==> config.mk <==
export PLATFORM = sky130hd
export DESIGN_NAME = url_field_splitter_unit
export DESIGN_NICKNAME = d
export VERILOG_FILES = /design/src/rtl/ufs_pkg.sv /design/src/rtl/ufs_port_scan.sv /design/src/rtl/url_field_splitter_unit.sv
export VERILOG_INCLUDE_DIRS = /design/src /design/src/rtl
export SDC_FILE = /design/constraint.sdc
export NUM_CORES = 1
export LEC_CHECK = 0
export ABC_AREA = 1
export BUFFER_PORTS_ARGS = -buffer_cell sky130_fd_sc_hd__buf_2
export CELL_PAD_IN_SITES_DETAIL_PLACEMENT = 1
export CELL_PAD_IN_SITES_GLOBAL_PLACEMENT = 1
export CORE_MARGIN = 4
export CORE_UTILIZATION = 35
export CTS_CLUSTER_SIZE = 24
export DETAILED_ROUTE_END_ITERATION = 8
export HOLD_SLACK_MARGIN = 0.08
export PLACE_DENSITY = 0.69
export REMOVE_ABC_BUFFERS = 1
export SLEW_MARGIN = 20
export SYNTH_ARGS = -nofsm -noshare
export SYNTH_HDL_FRONTEND = slang
export SYNTH_SLANG_ARGS = --single-unit
export TNS_END_PERCENT = 30
==> constraint.sdc <==
create_clock -name clk_i -period 10.11 [get_ports clk_i]
set_input_delay 1.5165 -clock clk_i [delete_from_list [all_inputs] [get_ports clk_i]]
set_output_delay 1.5165 -clock clk_i [all_outputs]
set_load 0.05 [all_outputs]
==> src/rtl/assert_macros.svh <==
// Assertion macros shared by the RTL of the URL field splitter.
// Needs clk_i and rst_ni in the scope of every use.
`ifndef ASSERT_MACROS_SVH
`define ASSERT_MACROS_SVH

// Plain property, sampled on the rising clock edge, off during reset.
`define UFS_ASSERT(lbl, prop, msg) \
  lbl: assert property (@(posedge clk_i) disable iff (!rst_ni) (prop)) \
    else $error(msg);

// Same-cycle implication.
`define UFS_ASSERT_IMPL(lbl, ante, cons, msg) \
  lbl: assert property (@(posedge clk_i) disable iff (!rst_ni) (ante) |-> (cons)) \
    else $error(msg);

// Next-cycle implication.
`define UFS_ASSERT_NEXT(lbl, ante, cons, msg) \
  lbl: assert property (@(posedge clk_i) disable iff (!rst_ni) (ante) |=> (cons)) \
    else $error(msg);

`endif

==> src/rtl/ufs_pkg.sv <==
// Package of the URL field splitter: widths, character and state codes,
// and the port scanner state type. No dependencies.
`default_nettype none

package ufs_pkg;

  localparam int MaxLenDefault = 4096;

  localparam int FieldW   = 13;
  localparam int PortW    = 17;
  localparam int PortMagW = 16;
  localparam int OutDataW = 88;

  localparam logic [PortMagW-1:0] DefaultPortReset = 16'd80;
  localparam logic [PortMagW-1:0] PortSat          = 16'hFFFF;

  // parse phases
  localparam logic [1:0] PhProto = 2'd0;
  localparam logic [1:0] PhHost  = 2'd1;
  localparam logic [1:0] PhPort  = 2'd2;
  localparam logic [1:0] PhPath  = 2'd3;

  // port scan stages
  localparam logic [1:0] ScanSpace  = 2'd0;
  localparam logic [1:0] ScanDigits = 2'd1;
  localparam logic [1:0] ScanDone   = 2'd2;

  // result status
  localparam logic [1:0] StOk      = 2'd0;
  localparam logic [1:0] StNoSep   = 2'd1;
  localparam logic [1:0] StNoHost  = 2'd2;
  localparam logic [1:0] StTooLong = 2'd3;

  // characters
  localparam logic [7:0] ChColon = 8'h3A;
  localparam logic [7:0] ChSlash = 8'h2F;
  localparam logic [7:0] ChMinus = 8'h2D;
  localparam logic [7:0] ChPlus  = 8'h2B;
  localparam logic [7:0] ChSpace = 8'h20;
  localparam logic [7:0] ChTab   = 8'h09;
  localparam logic [7:0] ChCr    = 8'h0D;
  localparam logic [7:0] ChZero  = 8'h30;
  localparam logic [7:0] ChNine  = 8'h39;

  typedef struct packed {
    logic [1:0]          stage;
    logic                neg;
    logic [PortMagW-1:0] accum;
  } port_scan_t;

endpackage

`default_nettype wire

==> src/rtl/ufs_port_scan.sv <==
// Port number scanner of the URL field splitter: skips blanks, takes one
// sign, then decimal digits with the magnitude saturated. Uses ufs_pkg.
`default_nettype none

module ufs_port_scan (
  input  wire logic              clk_i,
  input  wire logic              rst_ni,
  input  wire logic              step_i,   // byte belongs to the port text
  input  wire logic              clear_i,  // end of URL, start over
  input  wire logic [7:0]        byte_i,
  output ufs_pkg::port_scan_t    scan_o    // state including this byte
);

  ufs_pkg::port_scan_t scan_q, scan_d;

  logic        is_digit, is_blank, is_sign, in_digits;
  logic [19:0] acc_ext, prod;

  assign is_digit = (byte_i >= ufs_pkg::ChZero) && (byte_i <= ufs_pkg::ChNine);
  assign is_blank = (byte_i == ufs_pkg::ChSpace) ||
                    ((byte_i >= ufs_pkg::ChTab) && (byte_i <= ufs_pkg::ChCr));
  assign is_sign  = (byte_i == ufs_pkg::ChMinus) || (byte_i == ufs_pkg::ChPlus);

  // first non-blank, non-sign byte is itself a digit candidate
  assign in_digits = (scan_q.stage == ufs_pkg::ScanDigits) ||
                     ((scan_q.stage == ufs_pkg::ScanSpace) && !is_blank && !is_sign);

  // accum * 10 + digit
  assign acc_ext = {4'b0, scan_q.accum};
  assign prod    = (acc_ext << 3) + (acc_ext << 1) + {12'b0, byte_i - ufs_pkg::ChZero};

  always_comb begin
    scan_d = scan_q;
    if (step_i) begin
      if ((scan_q.stage == ufs_pkg::ScanSpace) && !is_blank) begin
        scan_d.stage = ufs_pkg::ScanDigits;
        if (byte_i == ufs_pkg::ChMinus) begin
          scan_d.neg = 1'b1;
        end
      end
      if (in_digits) begin
        if (is_digit) begin
          scan_d.accum = (prod > {4'b0, ufs_pkg::PortSat}) ? ufs_pkg::PortSat
                                                            : prod[15:0];
        end else begin
          scan_d.stage = ufs_pkg::ScanDone;
        end
      end
    end
  end

  assign scan_o = scan_d;

  always_ff @(posedge clk_i or negedge rst_ni) begin
    if (!rst_ni) begin
      scan_q <= '{stage: ufs_pkg::ScanSpace, neg: 1'b0, accum: '0};
    end else if (clear_i) begin
      scan_q <= '{stage: ufs_pkg::ScanSpace, neg: 1'b0, accum: '0};
    end else begin
      scan_q <= scan_d;
    end
  end

endmodule

`default_nettype wire

==> src/rtl/url_field_splitter_unit.sv <==
// Output: the result is registered and appears in the cycle after the request carrying tlast is accepted.
// Throughput: one URL byte per cycle, back to back; a held result does not stop
// intake unless a second result would need the output register.
// Reset: rst_ni clears the parse state and sets default_port to 80; no sweep.
// Top level of the URL field splitter. Uses ufs_pkg, ufs_port_scan and
// assert_macros.svh.
`default_nettype none

module url_field_splitter_unit #(
  parameter int MAX_LEN = ufs_pkg::MaxLenDefault
) (
  input  wire logic                          clk_i,
  input  wire logic                          rst_ni,
  // config: default_port
  input  wire logic                          cfg_valid_i,
  output      logic                          cfg_ready_o,
  input  wire logic [ufs_pkg::PortMagW-1:0]  cfg_data_i,
  // URL bytes
  input  wire logic                          s_axis_tvalid,
  output      logic                          s_axis_tready,
  input  wire logic [7:0]                    s_axis_tdata,   // [7:0] url_byte
  input  wire logic                          s_axis_tlast,   // last
  // results
  output      logic                          m_axis_tvalid,
  input  wire logic                          m_axis_tready,
  // [1:0] status, [14:2] protocol_length, [27:15] host_start,
  // [40:28] host_length, [57:41] port, [58] port_given,
  // [71:59] path_start, [84:72] path_length, [87:85] zero
  output      logic [ufs_pkg::OutDataW-1:0]  m_axis_tdata
);

  localparam int PW = $clog2(MAX_LEN + 2);
  localparam logic [PW-1:0] MaxPos  = PW'(MAX_LEN);
  localparam logic [PW-1:0] MaxPos1 = PW'(MAX_LEN + 1);

  logic [ufs_pkg::PortMagW-1:0] default_port_q;

  logic [1:0]    sep_q, sep_d;
  logic [1:0]    phase_q, phase_d;
  logic [PW-1:0] pos_q, pos_d;
  logic [PW-1:0] plen_q, plen_d;
  logic [PW-1:0] hbeg_q, hbeg_d;
  logic [PW-1:0] hlen_q, hlen_d;
  logic          colon_q, colon_d;
  logic [PW-1:0] pbeg_q, pbeg_d;

  logic          in_acc, in_last, in_range, scan_step;
  logic [7:0]    b;
  ufs_pkg::port_scan_t scan;

  logic [1:0]                   res_status;
  logic [ufs_pkg::PortW-1:0]    port_mag, port_val, res_port;
  logic                         port_is_m1;
  logic [PW-1:0]                res_pstart, res_plen;
  logic [ufs_pkg::OutDataW-1:0] res_data;

  logic                         out_valid_q;
  logic [ufs_pkg::OutDataW-1:0] out_data_q;

  assign cfg_ready_o   = 1'b1;
  // hold only a last byte while a result waits; other bytes keep flowing
  assign s_axis_tready = !out_valid_q || m_axis_tready || !s_axis_tlast;
  assign in_acc        = s_axis_tvalid && s_axis_tready;
  assign in_last       = in_acc && s_axis_tlast;
  assign b             = s_axis_tdata;
  assign in_range      = pos_q < MaxPos;

  always_comb begin
    sep_d   = sep_q;
    phase_d = phase_q;
    plen_d  = plen_q;
    hbeg_d  = hbeg_q;
    hlen_d  = hlen_q;
    colon_d = colon_q;
    pbeg_d  = pbeg_q;
    pos_d   = pos_q;
    if (in_acc) begin
      if (!in_range) begin
        pos_d = MaxPos1;  // count past the limit, parse nothing
      end else begin
        pos_d = pos_q + 1'b1;
        if (phase_q == ufs_pkg::PhProto) begin
          priority if ((sep_q == 2'd2) && (b == ufs_pkg::ChSlash)) begin
            plen_d  = pos_q - PW'(2);
            hbeg_d  = pos_q + 1'b1;
            sep_d   = 2'd0;
            phase_d = ufs_pkg::PhHost;
          end else if (b == ufs_pkg::ChColon) begin
            sep_d = 2'd1;
          end else if ((sep_q == 2'd1) && (b == ufs_pkg::ChSlash)) begin
            sep_d = 2'd2;
          end else begin
            sep_d = 2'd0;
          end
        end else if ((phase_q == ufs_pkg::PhHost) || (phase_q == ufs_pkg::PhPort)) begin
          if (b == ufs_pkg::ChSlash) begin
            pbeg_d  = pos_q;
            phase_d = ufs_pkg::PhPath;
          end else if (phase_q == ufs_pkg::PhHost) begin
            if (b == ufs_pkg::ChColon) begin
              colon_d = 1'b1;
              phase_d = ufs_pkg::PhPort;
            end else begin
              hlen_d = hlen_q + 1'b1;
            end
          end
        end
      end
    end
  end

  assign scan_step = in_acc && in_range && (phase_q == ufs_pkg::PhPort) &&
                     (b != ufs_pkg::ChSlash);

  ufs_port_scan u_port_scan (
    .clk_i   (clk_i),
    .rst_ni  (rst_ni),
    .step_i  (scan_step),
    .clear_i (in_last),
    .byte_i  (b),
    .scan_o  (scan)
  );

  // result from the state including the last byte
  always_comb begin
    priority if (pos_d > MaxPos) begin
      res_status = ufs_pkg::StTooLong;
    end else if (phase_d == ufs_pkg::PhProto) begin
      res_status = ufs_pkg::StNoSep;
    end else if (pos_d == hbeg_d) begin
      res_status = ufs_pkg::StNoHost;
    end else begin
      res_status = ufs_pkg::StOk;
    end
  end

  assign port_mag   = {1'b0, scan.accum};
  assign port_val   = scan.neg ? (~port_mag + 1'b1) : port_mag;
  assign port_is_m1 = scan.neg && (scan.accum == ufs_pkg::PortMagW'(1));
  assign res_port   = (!colon_d || port_is_m1) ? {1'b0, default_port_q} : port_val;
  assign res_pstart = (phase_d == ufs_pkg::PhPath) ? pbeg_d : pos_d;
  assign res_plen   = (phase_d == ufs_pkg::PhPath) ? (pos_d - pbeg_d) : '0;

  always_comb begin
    res_data = '0;
    res_data[1:0] = res_status;
    if (res_status == ufs_pkg::StOk) begin
      res_data[14:2]  = ufs_pkg::FieldW'(plen_d);
      res_data[27:15] = ufs_pkg::FieldW'(hbeg_d);
      res_data[40:28] = ufs_pkg::FieldW'(hlen_d);
      res_data[57:41] = res_port;
      res_data[58]    = colon_d;
      res_data[71:59] = ufs_pkg::FieldW'(res_pstart);
      res_data[84:72] = ufs_pkg::FieldW'(res_plen);
    end
  end

  always_ff @(posedge clk_i or negedge rst_ni) begin
    if (!rst_ni) begin
      default_port_q <= ufs_pkg::DefaultPortReset;
    end else if (cfg_valid_i && cfg_ready_o) begin
      default_port_q <= cfg_data_i;
    end
  end

  always_ff @(posedge clk_i or negedge rst_ni) begin
    if (!rst_ni) begin
      sep_q   <= 2'd0;
      phase_q <= ufs_pkg::PhProto;
      pos_q   <= '0;
      plen_q  <= '0;
      hbeg_q  <= '0;
      hlen_q  <= '0;
      colon_q <= 1'b0;
      pbeg_q  <= '0;
    end else if (in_last) begin
      // drop the parse state, ready for the next URL
      sep_q   <= 2'd0;
      phase_q <= ufs_pkg::PhProto;
      pos_q   <= '0;
      plen_q  <= '0;
      hbeg_q  <= '0;
      hlen_q  <= '0;
      colon_q <= 1'b0;
      pbeg_q  <= '0;
    end else begin
      sep_q   <= sep_d;
      phase_q <= phase_d;
      pos_q   <= pos_d;
      plen_q  <= plen_d;
      hbeg_q  <= hbeg_d;
      hlen_q  <= hlen_d;
      colon_q <= colon_d;
      pbeg_q  <= pbeg_d;
    end
  end

  always_ff @(posedge clk_i or negedge rst_ni) begin
    if (!rst_ni) begin
      out_valid_q <= 1'b0;
    end else if (in_last) begin
      out_valid_q <= 1'b1;
    end else if (m_axis_tready) begin
      out_valid_q <= 1'b0;
    end
  end

  always_ff @(posedge clk_i) begin
    if (in_last) begin
      out_data_q <= res_data;
    end
  end

  assign m_axis_tvalid = out_valid_q;
  assign m_axis_tdata  = out_data_q;

`include "assert_macros.svh"

  `UFS_ASSERT(a_pos_bound, pos_q <= MaxPos1, "position beyond saturation value")
  `UFS_ASSERT_IMPL(a_rise_after_last, $rose(out_valid_q), $past(in_last),
                   "result raised without a last byte")
  `UFS_ASSERT_IMPL(a_err_fields_zero,
                   out_valid_q && (out_data_q[1:0] != ufs_pkg::StOk),
                   out_data_q[87:2] == '0, "error result carries field data")
  `UFS_ASSERT_NEXT(a_clear_after_last, in_last,
                   (pos_q == '0) && (phase_q == ufs_pkg::PhProto) && out_valid_q,
                   "parse state not cleared after last byte")

endmodule

`default_nettype wire
==> results of run 1 <==
[cells by family (layout without fill, tap and decap cells)]
family	count (synthesis)	after routing	synth area share [%]
xor+xnor	53	53	4.136
fa+ha+maj	60	60	7.156
mux	16	16	1.572
simple gates	634	634	24.97
compound gates	153	153	7.658
flops	191	191	46.39
buf+inv	206	317	8.048
other cells	2	4	0.06691
[Yosys cell counts, drive strengths merged]
| master | count |
|---|---|
| mux2i | 3 |
| mux2 | 13 |
| a21boi | 1 |
| nand3b | 4 |
| o21bai | 4 |
| buf | 24 |
| nor3 | 16 |
| o31ai | 2 |
| a21o | 1 |
| xnor2 | 22 |
| a31oi | 4 |
| a22oi | 2 |
| inv | 165 |
| a21oi | 65 |
| nor2 | 241 |
| o211ai | 2 |
| dfrtp | 104 |
| clkbuf | 17 |
| o22ai | 6 |
| fa | 7 |
| or2 | 23 |
| edfxtp | 85 |
| nor4 | 5 |
| ha | 53 |
| o21ai | 62 |
| and3 | 2 |
| xor2 | 31 |
| dfstp | 2 |
| conb | 2 |
| nand4 | 9 |
| nand3 | 63 |
| and2 | 1 |
| nand2 | 270 |
| o21a | 3 |
| a211oi | 1 |
[cell type report]
class / instances / share of cell area [%]
tap: 402 / 3.975
timing repair buffer: 120 / 4.845
inverter: 165 / 4.954
multi-input combinational: 920 / 40.47
clock inverter: 12 / 1.068
clock buffer: 20 / 3.530
sequential: 191 / 41.15
[worst paths after layout]
| kind | end | slack (ps) | cells past startpoint |
|---|---|---|---|
| setup reg to reg | m_axis_tdata[43] | 5520 | 22 |
| max in group asynchronous | hbeg_q[0] | 7760 | 2 |
| hold reg to reg | sep_q[0] | 500 | 2 |
| min in group asynchronous | default_port_q[1] | 1210 | 1 |
| setup / recovery | m_axis_tdata[43] | 4400 | 28 |
| hold / removal | sep_q[0] | 500 | 2 |
[per-layer routing]
metal / wire, um / global-route usage (%)
met1: 14800 / 24.62
met2: 14690 / 29.22
met3: 660 / 2.557
met4: 432 / 4.096
met5: 0 / 0
[registers in the layout, indices dropped and copies added, names as in the netlist]
name                 cells
hlen_q                  13
m_axis_tdata            85
pos_q                   13
colon_q                  1
default_port_q          16
hbeg_q                  13
u_port_scan.acc_ext     16
u_port_scan.scan_q       3
phase_q                  2
plen_q                  13
sep_q                    2
pbeg_q                  13
m_axis_tvalid            1
[worst max-delay path, delay by kind of cell]
kind,cells,cell delay [ps]
and+or+nand+nor,17,2360
adders and majority gates,4,1300
buffers and inverters,5,370
AOI/OAI and AO/OA,2,310
[power by group through the flow]
| stage | Sequential (mW) | Combinational, mW | Clock [mW] |
|---|---|---|---|
| after CTS | 0.847 | 0.268 | 0.699 |
| after global placement | 0.862 | 0.261 | 0 |
| final | 0.847 | 0.265 | 0.680 |
| after detailed placement | 0.863 | 0.266 | 0 |
| after global routing | 0.849 | 0.294 | 0.738 |
| after floorplan | 0.903 | 0.140 | 0 |
==> metrics.md, run 1 <==
| Metric | Value |
|---|---|
| Number of design rule violations left after detail routing | 0 |
| Final clock skew | between 15 and 20 ps |
| Required time at the worst-slack endpoint | between 10000 and 15000 ps |
| Top post-synthesis cells by area | sky130_fd_sc_hd__dfrtp_1 23%, sky130_fd_sc_hd__edfxtp_1 23%, sky130_fd_sc_hd__nand2_1 8.3%, sky130_fd_sc_hd__nor2_1 7.5%, sky130_fd_sc_hd__ha_1 5.9% |
| Post-route total power | 1.792 mW |
| Biggest cell delay along the critical path | 480 ps |
| Final wirelength | between 30 and 40 mm |
| Filler cell count in the final layout | 3796 |
| Largest net degree at the start of global routing | around 110 |
| Die area | between 30000 and 40000 um^2 |
| I/O pins | around 120 |
| Worst path slowest cell | sky130_fd_sc_hd__fa_1 |
| Peak VDD IR | 0.08893 mV |
| Cell type contributing the most total cell area after synthesis | sky130_fd_sc_hd__dfrtp_1 |
| Critical path launch point | s_axis_tdata[4] |
| Power density cells | roughly 140 nW/um^2 |
| Cell count after placement | ~1800 |
| Height of the die | around 190 um |
| CTS resizes | 0 |
| Cell leakage power | a little over 6 nW |
| Post-CTS clock slew at the launch and capture registers of the worst setup and hold paths | around 70 ps |
| Global-route wire length before repair | 50.42 mm |
| Slew @ Worst Pin | a little under 900 ps |
| Final critical-path share of the clock period | between 50% and 60% |
| Hold crit path type | flip-flop to flip-flop |
| Largest fanout of any net on the critical path | 24 |
| Tightest hold margin | between 500 and 600 ps |
| Max cap viols | 0 |
| Setup repair after global routing missed its margin | no |
| Non-filler instance count after layout | roughly 1800 |
| Endpoint arrival time on the critical path | 5880 ps |
| Final slew viol count | 0 |
| Unique masters post-synth | 55 |
| Worst slew margin relative to its limit | 40.78% |
| Buffer count from post-CTS setup fixing | 0 |
| Switching Fraction | between 20% and 30% |
| Combined flip-flop and latch cell area | 5207 um^2 |
| Synth Warn # | 0 |
| Area growth syn-to-layout | 12.73% |
| Area of the multi-input gates | just over 5000 um^2 |
| Hold path startpoint | sep_q[0] |
| Iteration-0 DRC count of the detailed router | roughly 500 |
| Leading cell types in the layout, fill and taps excluded | 247 x sky130_fd_sc_hd__nand2_1, 224 x sky130_fd_sc_hd__nor2_1, 152 x sky130_fd_sc_hd__inv_1 |
| Final hold vios | 0 |
| Floorplan die width | around 190 um |
| Total core area | 31640 um^2 |
| Skew-Pair Late Insertion Delay | 440 ps |
| Internal Power | ~1.3 mW |
| Overall fraction of global-route tracks in use | between 10% and 20% |
| Number of detailed-route iterations in the first pass | 4 |
| TritonCTS clock tree | yes |
| Cell mode on critical path | sky130_fd_sc_hd__nand2_1 |
| Slack of the critical path | between 4000 and 5000 ps |
| Number of vias in the routed layout | approximately 9000 |
| Combinational share of power | between 10% and 20% |
| Via count of the first global-routing pass | between 9000 and 10000 |
| Post-detail-place hpwl | 22.90 mm |
| Total inserted antenna cells | 0 |
| Number of setup violations in the final report | 0 |
| CP startpoint kind | input pin |
| Fraction of final layout cells sized beyond drive strength 1 | approximately 18% |
| Core Util, Final | about two fifths |
| Remaining antenna violation count after routing | 0 |
| Critical Path Sink Type | flip-flop |
| Routability Congestion | ~0.85 |
| Maximum achievable frequency | 175.1 MHz |
| Register area share after synthesis | a little under half |
| Quantity of I/O buffers inserted on ports | around 120 |
| Time the final worst path needs with I/O delays and setup | between 5000 and 6000 ps |
| Part of the total power dissipated in the clock network | 38.0% |
| Total overflow reported by the global router | 0 |
| Effective utilization at floorplan | 35.48% |
| Number of buffers added to fix hold violations after cts | 0 |
| Cell row count | 65 |
| Aggregate negative setup slack | 0 ps |
| Maximum buffer depth of the clock tree | 2 |
| Area share of the largest cell type after synthesis | between 20 and 25% |
| Number of sinks on the clock net | roughly 190 |
| Path type of the worst setup path | input pin to flip-flop |
| Finished Cell Area | about 13000 um^2 |
| Gate count after technology mapping | around 1300 |
| Placement-stage worst setup slack | 3990 ps |
| Outcome | finished, final reports clean |
| Vias per std cell | 4.867 |
| Most common cell after layout, fill and taps aside | sky130_fd_sc_hd__nand2_1 |
| Switching power summed over all nets | 514.7 uW |
| Sequential share of power | between 40% and 50% |
| Number of storage elements in the synthesis netlist | around 190 |
| Number of buffers created by CTS | 17 |
| Placed cell area | 12070 um^2 |
| Clk root buf | sky130_fd_sc_hd__clkbuf_16 |
| Net count of the finished layout | about 1500 |
| Cell area after synthesis | roughly 11000 um^2 |
| Routed WL per cell | roughly 17 um |
| CTS HTree Levels | 4 |
| Reg-to-reg startpoint | u_port_scan.acc_ext[0] |
| Mean Syn Cell Area | around 8.5 um^2 |
| Number of antenna violations at the first check in global routing | 0 |
(Power assumes the default switching activity.)
==> run 2: changes to the inputs <==
--- a/config.mk
+++ b/config.mk
@@ -15,7 +15,7 @@
 export CTS_CLUSTER_SIZE = 24
 export DETAILED_ROUTE_END_ITERATION = 8
 export HOLD_SLACK_MARGIN = 0.08
-export PLACE_DENSITY = 0.69
+export PLACE_DENSITY = 0.72
 export REMOVE_ABC_BUFFERS = 1
 export SLEW_MARGIN = 20
 export SYNTH_ARGS = -nofsm -noshare
==> constraint.sdc (replaced) <==
create_clock -name clk_i -period 4.64 [get_ports clk_i]
set_input_delay 0.696 -clock clk_i [delete_from_list [all_inputs] [get_ports clk_i]]
set_output_delay 0.696 -clock clk_i [all_outputs]
set_load 0.05 [all_outputs]
==> run 2 against run 1 <==
Clock power increased by 120%. Setup slack got worse by 4000 ps. Die area unchanged. Utilization increased by 0.68 points. Via count increased by 1.2%. Clock skew decreased by 3.3 ps. Final cell count increased by 1.1%. Count of clock-buffer cells in the layout decreased by 3. Global-route usage increased by 0.25 points. Largest power group unchanged.
==> metrics.md, run 2 (same netlist as run 1, synthesis figures left out) <==
| Metric | Value |
|---|---|
| Final clock skew | roughly 12 ps |
| Number of detailed-route iterations in the first pass | 4 |
| Routability Congestion | roughly 0.86 |
| Setup repair after global routing missed its margin | no |
| Global-route wire length before repair | around 51 mm |
| Max cap viols | 0 |
| Overall fraction of global-route tracks in use | between 10% and 20% |
| Aggregate negative setup slack | 0 ps |
| Clk root buf | sky130_fd_sc_hd__clkbuf_16 |
| Vias per std cell | 4.874 |
| Post-detail-place hpwl | ~23 mm |
| Final slew viol count | 0 |
| Peak VDD IR | 0.2253 mV |
| CP startpoint kind | input pin |
| Non-filler instance count after layout | 1850 |
| Core Util, Final | between 40% and 50% |
| Die area | 35000 um^2 |
| Number of buffers created by CTS | 17 |
| Required time at the worst-slack endpoint | around 4900 ps |
| Finished Cell Area | roughly 13000 um^2 |
| Placement-stage worst setup slack | -132.5 ps |
| Most common cell after layout, fill and taps aside | sky130_fd_sc_hd__nand2_1 |
| Hold crit path type | input pin to async pin |
| Path type of the worst setup path | input pin to flip-flop |
| Quantity of I/O buffers inserted on ports | about 120 |
| TritonCTS clock tree | yes |
| Height of the die | about 190 um |
| Number of sinks on the clock net | between 150 and 200 |
| Post-CTS clock slew at the launch and capture registers of the worst setup and hold paths | about 80 ps |
| I/O pins | about 120 |
| Total overflow reported by the global router | 0 |
| Power density cells | 307.0 nW/um^2 |
| Time the final worst path needs with I/O delays and setup | approximately 4200 ps |
| Number of setup violations in the final report | 0 |
| Largest net degree at the start of global routing | 99 |
| Worst slew margin relative to its limit | around 45% |
| Outcome | finished, final reports clean |
| Maximum achievable frequency | 235.6 MHz |
| Number of design rule violations left after detail routing | 0 |
| Effective utilization at floorplan | between 30% and 40% |
| Critical Path Sink Type | flip-flop |
| Net count of the finished layout | between 1500 and 2000 |
| Cell leakage power | about 6 nW |
| Cell count after placement | roughly 1800 |
| Slew @ Worst Pin | approximately 820 ps |
| Largest fanout of any net on the critical path | 9 |
| Number of antenna violations at the first check in global routing | 0 |
| Final critical-path share of the clock period | approximately 90% |
| Slack of the critical path | 395.3 ps |
| Reg-to-reg startpoint | u_port_scan.acc_ext[0] |
| Fraction of final layout cells sized beyond drive strength 1 | between 10% and 20% |
| Maximum buffer depth of the clock tree | 2 |
| Routed WL per cell | 16.70 um |
| CTS HTree Levels | 4 |
| Worst reg2reg path depth | 22 |
| Number of vias in the routed layout | roughly 9000 |
| Endpoint arrival time on the critical path | between 4000 and 5000 ps |
| Critical path launch point | s_axis_tdata[4] |
| Area growth syn-to-layout | 14.66% |
| Final wirelength | approximately 31 mm |
| Skew-Pair Late Insertion Delay | ~450 ps |
| Cell row count | 65 |
| Placed cell area | 12270 um^2 |
| Number of buffers added to fix hold violations after cts | 0 |
| Via count of the first global-routing pass | 9745 |
| Total core area | between 30000 and 40000 um^2 |
| Floorplan die width | around 190 um |
| Final hold vios | 0 |
| Leading cell types in the layout, fill and taps excluded | 247 x sky130_fd_sc_hd__nand2_1, 224 x sky130_fd_sc_hd__nor2_1, 152 x sky130_fd_sc_hd__inv_1 |
| Remaining antenna violation count after routing | 0 |
| Number of flip-flops in the largest register | 85 |
| Total inserted antenna cells | 0 |
| Iteration-0 DRC count of the detailed router | ~380 |
run 2: layout make-up:
| class | count | area (um^2) |
|---|---|---|
| clock buffer | 17 | 425.4 |
| inverter | 165 | 626.9 |
| timing repair buffer | 140 | 813.3 |
| tap | 402 | 503.0 |
| fill | 3830 | 18770 |
| sequential | 191 | 5207 |
| multi-input combinational | 920 | 5125 |
| clock inverter | 15 | 168.9 |
run 2: through the flow:
stage | power, mW | hold WS, ps
finish | 3.951 | 291.0
global route | 4.121 | 347.3
CTS | 3.992 | 307.4
detailed placement | 2.471 | 496.3
global placement | 2.457 | 470.0
floorplan | 2.272 | 400.4
run 2: power breakdown:
part	internal [mW]	switching (mW)	total, mW	leakage (nW)
Clock	0.772	0.747	1.52	0.294
Combinational	0.171	0.421	0.592	3.65
Sequential	1.81	0.0271	1.84	2.25
Total	2.76	1.19	3.95	6.18
run 2: critical path, stage by stage:
cell and delay [ps]:
sky130_fd_sc_hd__buf_2 130, sky130_fd_sc_hd__inv_1 90, sky130_fd_sc_hd__ha_1 290, sky130_fd_sc_hd__inv_1 50
sky130_fd_sc_hd__fa_1 480, sky130_fd_sc_hd__inv_1 40, sky130_fd_sc_hd__ha_1 340, sky130_fd_sc_hd__nand2_1 90
sky130_fd_sc_hd__nand2_1 80, sky130_fd_sc_hd__o21ai_1 160, sky130_fd_sc_hd__nand2_1 120, sky130_fd_sc_hd__nand2_1 130
sky130_fd_sc_hd__nand3_1 90, sky130_fd_sc_hd__nand3_1 140, sky130_fd_sc_hd__nor2_4 60, sky130_fd_sc_hd__nand2_1 90
sky130_fd_sc_hd__nor2_1 50, sky130_fd_sc_hd__nor2_1 280, sky130_fd_sc_hd__ha_1 210, sky130_fd_sc_hd__nand2_1 60
sky130_fd_sc_hd__nor2_2 120, sky130_fd_sc_hd__nand2_2 100, sky130_fd_sc_hd__o21bai_4 300, sky130_fd_sc_hd__a21oi_1 120
sky130_fd_sc_hd__nand2_1 100, sky130_fd_sc_hd__inv_1 40
run 2: path summary, 6_finish.rpt:
kind / to / slack (ps)
setup / recovery: m_axis_tdata[54] / 400
hold / removal: default_port_q[10] / 290
setup reg to reg: m_axis_tdata[54] / 610
hold reg to reg: default_port_q[11] / 510
max in group asynchronous: m_axis_tvalid / 3430
min in group clk_i: m_axis_tvalid / 460
run 2: what timing repair did:
item	in CTS	in global routing
buffers inserted	0	0
gates resized for setup	0	2
endpoints found under the setup margin	0	3
run 2: layer usage:
metal  global-route usage [%]  part of all wire [%]
met1                    23.70                    47
met4                    4.522                   1.8
met3                    2.669                   2.3
met5                        0                     0
met2                    30.89                    49
==> run 3: changes to the inputs <==
--- a/config.mk
+++ b/config.mk
@@ -6,7 +6,6 @@
 export SDC_FILE = /design/constraint.sdc
 export NUM_CORES = 1
 export LEC_CHECK = 0
-export ABC_AREA = 1
 export BUFFER_PORTS_ARGS = -buffer_cell sky130_fd_sc_hd__buf_2
 export CELL_PAD_IN_SITES_DETAIL_PLACEMENT = 1
 export CELL_PAD_IN_SITES_GLOBAL_PLACEMENT = 1
@@ -15,7 +14,7 @@
 export CTS_CLUSTER_SIZE = 24
 export DETAILED_ROUTE_END_ITERATION = 8
 export HOLD_SLACK_MARGIN = 0.08
-export PLACE_DENSITY = 0.72
+export PLACE_DENSITY = 0.7
 export REMOVE_ABC_BUFFERS = 1
 export SLEW_MARGIN = 20
 export SYNTH_ARGS = -nofsm -noshare
==> constraint.sdc (replaced) <==
create_clock -name clk_i -period 3.5 [get_ports clk_i]
set_input_delay 0.525 -clock clk_i [delete_from_list [all_inputs] [get_ports clk_i]]
set_output_delay 0.525 -clock clk_i [all_outputs]
set_load 0.05 [all_outputs]
==> run 3 against run 2 <==
The run now ends with setup timing left. Utilization rose by 11 points. Sequential cell count is the same. Sequential share of layout area decreased by 8.0 points. Combinational power grew to 3.7 times the previous value. Clock skew about the same. First-iteration DRC count grew 100%.
==> metrics.md, run 3 <==
| Metric | Value |
|---|---|
| Clk root buf | sky130_fd_sc_hd__clkbuf_16 |
| Tightest hold margin | around 140 ps |
| Failing checks | setup timing |
| Floorplan die width | 185.8 um |
| Maximum buffer depth of the clock tree | 2 |
| Cell row count | 64 |
| Top-count cell post-synth | sky130_fd_sc_hd__nor2_1 |
| Via count of the first global-routing pass | 11120 |
| Maximum achievable frequency | between 200 and 250 MHz |
| Post-Synth Adder-Cell Area | around 7.3% |
| Slack of the critical path | -1304 ps |
| FFs w/ async S/R, synth | 55.50% |
| Remaining antenna violation count after routing | 0 |
| Final critical-path share of the clock period | 137.2% |
| R2r endpoint | m_axis_tdata[54] |
| Number of sinks on the clock net | between 150 and 200 |
| Number of detailed-route iterations in the first pass | 5 |
| Top post-synthesis cells by area | sky130_fd_sc_hd__dfrtp_1 24%, sky130_fd_sc_hd__edfxtp_1 23%, sky130_fd_sc_hd__nor2_1 7.1%, sky130_fd_sc_hd__ha_1 6.0%, sky130_fd_sc_hd__xnor2_1 3.6% |
| Gate count after technology mapping | roughly 1100 |
| Height of the die | 185.8 um |
| Outcome | finished, violations left |
| Primary FF master, synth | sky130_fd_sc_hd__dfrtp_1 |
| Net count of the finished layout | 1639 |
| Overall fraction of global-route tracks in use | between 20% and 30% |
| Number of antenna violations at the first check in global routing | 1 |
| CTS HTree Levels | 4 |
| Routability Congestion | slightly above 0.9 |
| Largest net degree at the start of global routing | between 50 and 60 |
| Critical Path Sink Type | flip-flop |
| Required time at the worst-slack endpoint | approximately 3700 ps |
| Worst reg2reg path depth | 18 |
| Peak VDD IR | approximately 0.36 mV |
| Leading cell types in the layout, fill and taps excluded | 303 x sky130_fd_sc_hd__buf_4, 201 x sky130_fd_sc_hd__nor2_1, 113 x sky130_fd_sc_hd__buf_2 |
| Power density cells | about 420 nW/um^2 |
| Fraction of final layout cells sized beyond drive strength 1 | between 40% and 50% |
| Final slew viol count | 0 |
| Worst slew margin relative to its limit | between 40% and 50% |
| Global-route wire length before repair | slightly above 60 mm |
| Slew @ Worst Pin | 803.6 ps |
| Effective utilization at floorplan | approximately 36% |
| Synth Warn # | 0 |
| Vias per std cell | between 5 and 6 |
| Reg-to-reg startpoint | u_port_scan.acc_ext[2] |
| Die area | ~35000 um^2 |
| I/O pins | 121 |
| Path type of the worst setup path | flip-flop to flip-flop |
| Post-route total power | between 6 and 7 mW |
| Cell count after placement | 1872 |
| CP startpoint kind | flip-flop |
| Filler cell count in the final layout | 3509 |
| Area share of the largest cell type after synthesis | between 20% and 30% |
| Final wirelength | ~41 mm |
| Aggregate negative setup slack | -21130 ps |
| Core Util, Final | just over 50% |
| Cell type contributing the most total cell area after synthesis | sky130_fd_sc_hd__dfrtp_1 |
| Worst reg-to-reg setup slack | -1300 ps |
| Post-synthesis share of cell area spent on xor and xnor gates | 6.252% |
| Post-detail-place hpwl | 27.39 mm |
| Worst setup endpoint | m_axis_tdata[54] |
| Number of design rule violations left after detail routing | 0 |
| Mean Syn Cell Area | ~9.7 um^2 |
| Simple-Gate Fraction of Synth Area | 18.64% |
| Area growth syn-to-layout | 45.13% |
| Most common library cells after synthesis | 210 x sky130_fd_sc_hd__nor2_1, 104 x sky130_fd_sc_hd__dfrtp_1, 85 x sky130_fd_sc_hd__edfxtp_1 |
| Final clock skew | approximately 12 ps |
| Area fraction in compound gates after synthesis | 12.65% |
| Largest fanout of any net on the critical path | 5 |
| Total core area | 30910 um^2 |
| Number of buffers created by CTS | 17 |
| Setup repair after global routing missed its margin | yes |
| Iteration-0 DRC count of the detailed router | roughly 780 |
| Routed WL per cell | 21.01 um |
| Dominant combinational cell family by area after synthesis | simple AND/OR/NAND/NOR gates |
| Non-filler instance count after layout | 1959 |
| Total overflow reported by the global router | 0 |
| Register area share after synthesis | between 40% and 50% |
| Number of flip-flops in the largest register | between 80 and 90 |
| Number of vias in the routed layout | between 10000 and 15000 |
| Most common cell after layout, fill and taps aside | sky130_fd_sc_hd__buf_4 |
| Time the final worst path needs with I/O delays and setup | 4804 ps |
| Critical path launch point | u_port_scan.acc_ext[2] |
| Number of enable-type register cells in the synthesized netlist | between 80 and 90 |
| Post-CTS clock slew at the launch and capture registers of the worst setup and hold paths | about 90 ps |
| Fraction of synthesized area in multiplexers | 4.059% |
| Quantity of I/O buffers inserted on ports | about 120 |
| Hold crit path type | input pin to async pin |
| Max cap viols | 0 |
| Skew-Pair Late Insertion Delay | about 460 ps |
| Unique masters post-synth | 74 |
| TritonCTS clock tree | yes |
| Cell area after synthesis | 11070 um^2 |
| Endpoint arrival time on the critical path | around 5000 ps |
| Cell leakage power | 7.257 nW |
| Number of setup violations in the final report | 33 |
| Final hold vios | 0 |
| Number of storage elements in the synthesis netlist | around 190 |
run 3: changes by cell type after synthesis, moves of 14 or more:
| cell | delta |
|---|---|
| sky130_fd_sc_hd__nand2_1 | -180 |
| sky130_fd_sc_hd__and2_1 | +21 |
| sky130_fd_sc_hd__nand3_1 | -31 |
| sky130_fd_sc_hd__inv_1 | -105 |
| sky130_fd_sc_hd__and3_1 | +16 |
| sky130_fd_sc_hd__clkbuf_1 | +27 |
| sky130_fd_sc_hd__nand2_2 | -22 |
| sky130_fd_sc_hd__nor3_1 | +15 |
| sky130_fd_sc_hd__nor2_1 | -14 |
| sky130_fd_sc_hd__a211oi_1 | +14 |
| sky130_fd_sc_hd__xnor2_1 | +24 |
| sky130_fd_sc_hd__mux2i_1 | +25 |
run 3: stage by stage:
| step | area [um^2] | setup WS [ps] |
|---|---|---|
| global placement | 14070 | -1807 |
| detailed placement | 14070 | -1955 |
| finish | 16060 | -1304 |
| floorplan | 10810 | -1971 |
| global route | 16060 | -1504 |
| CTS | 15390 | -1062 |
run 3: kinds of logic after synthesis:
group	count (synthesis)
DFF	191
adders and majority gates	60
buffers and inverters	110
AOI/OAI and AO/OA	216
muxes	43
xor gates and xnor gates	79
and+or+nand+nor	440
other	2
run 3: how the worst min path moves through the flow:
| stage | startpoint | end | depth (start not counted) |
|---|---|---|---|
| 2_1_floorplan | rst_ni | colon_q | 0 |
| 3_3_place_gp | u_port_scan.scan_q[18] | u_port_scan.scan_q[18] | 2 |
| 3_5_place_dp | plen_q[9] | plen_q[9] | 2 |
| 4_1_cts | rst_ni | u_port_scan.acc_ext[9] | 1 |
| 5_1_grt | rst_ni | pbeg_q[7] | 1 |
| 6_report | rst_ni | pbeg_q[7] | 1 |
run 3: area by class of cell:
type	count	area, um^2	area share (%)
diodes	1	2.502	0.01558
clock buffers	17	425.4	2.649
clock inverters	15	170.2	1.059
inverters	47	183.9	1.145
multi-input cells	842	6276	39.07
flip-flops and latches	191	5209	32.43
well taps	396	495.5	3.085
repair buffers	450	3299	20.54
run 3: timing repair:
action | CTS | global route
gates resized for setup | 122 | 107
hold buffers | 0 | 0
cloned | 0 | 0
buffers inserted | 34 | 24
pin swaps | 41 | 44
setup endpoints to repair | 99 | 97
run 3: routing by layer:
metal | GRT usage, % | wire [um]
met5 | 0 | 0
met3 | 3.166 | 1757
met4 | 7.112 | 1313
met1 | 30.15 | 17840
met2 | 38.15 | 20240
run 3: critical path: stages, from the launching register on:
cell	delay (ps)
sky130_fd_sc_hd__dfrtp_1	420
sky130_fd_sc_hd__buf_6	130
sky130_fd_sc_hd__fa_1	510
sky130_fd_sc_hd__inv_2	50
sky130_fd_sc_hd__fa_2	340
sky130_fd_sc_hd__nand2b_4	160
sky130_fd_sc_hd__a21oi_4	180
sky130_fd_sc_hd__o21ai_2	90
sky130_fd_sc_hd__a21boi_2	190
sky130_fd_sc_hd__mux2_4	350
sky130_fd_sc_hd__or3_4	360
sky130_fd_sc_hd__buf_6	140
sky130_fd_sc_hd__buf_6	120
sky130_fd_sc_hd__buf_6	130
sky130_fd_sc_hd__o2bb2ai_1	220
sky130_fd_sc_hd__nand3_1	300
sky130_fd_sc_hd__o41ai_1	510
sky130_fd_sc_hd__xor2_1	130
sky130_fd_sc_hd__a22o_1	210
run 3: power by group:
| group | internal [mW] | switching [mW] |
|---|---|---|
| Combinational | 0.975 | 1.21 |
| Clock | 0.960 | 1.05 |
| Sequential | 2.43 | 0.0589 |
| Total | 4.37 | 2.32 |
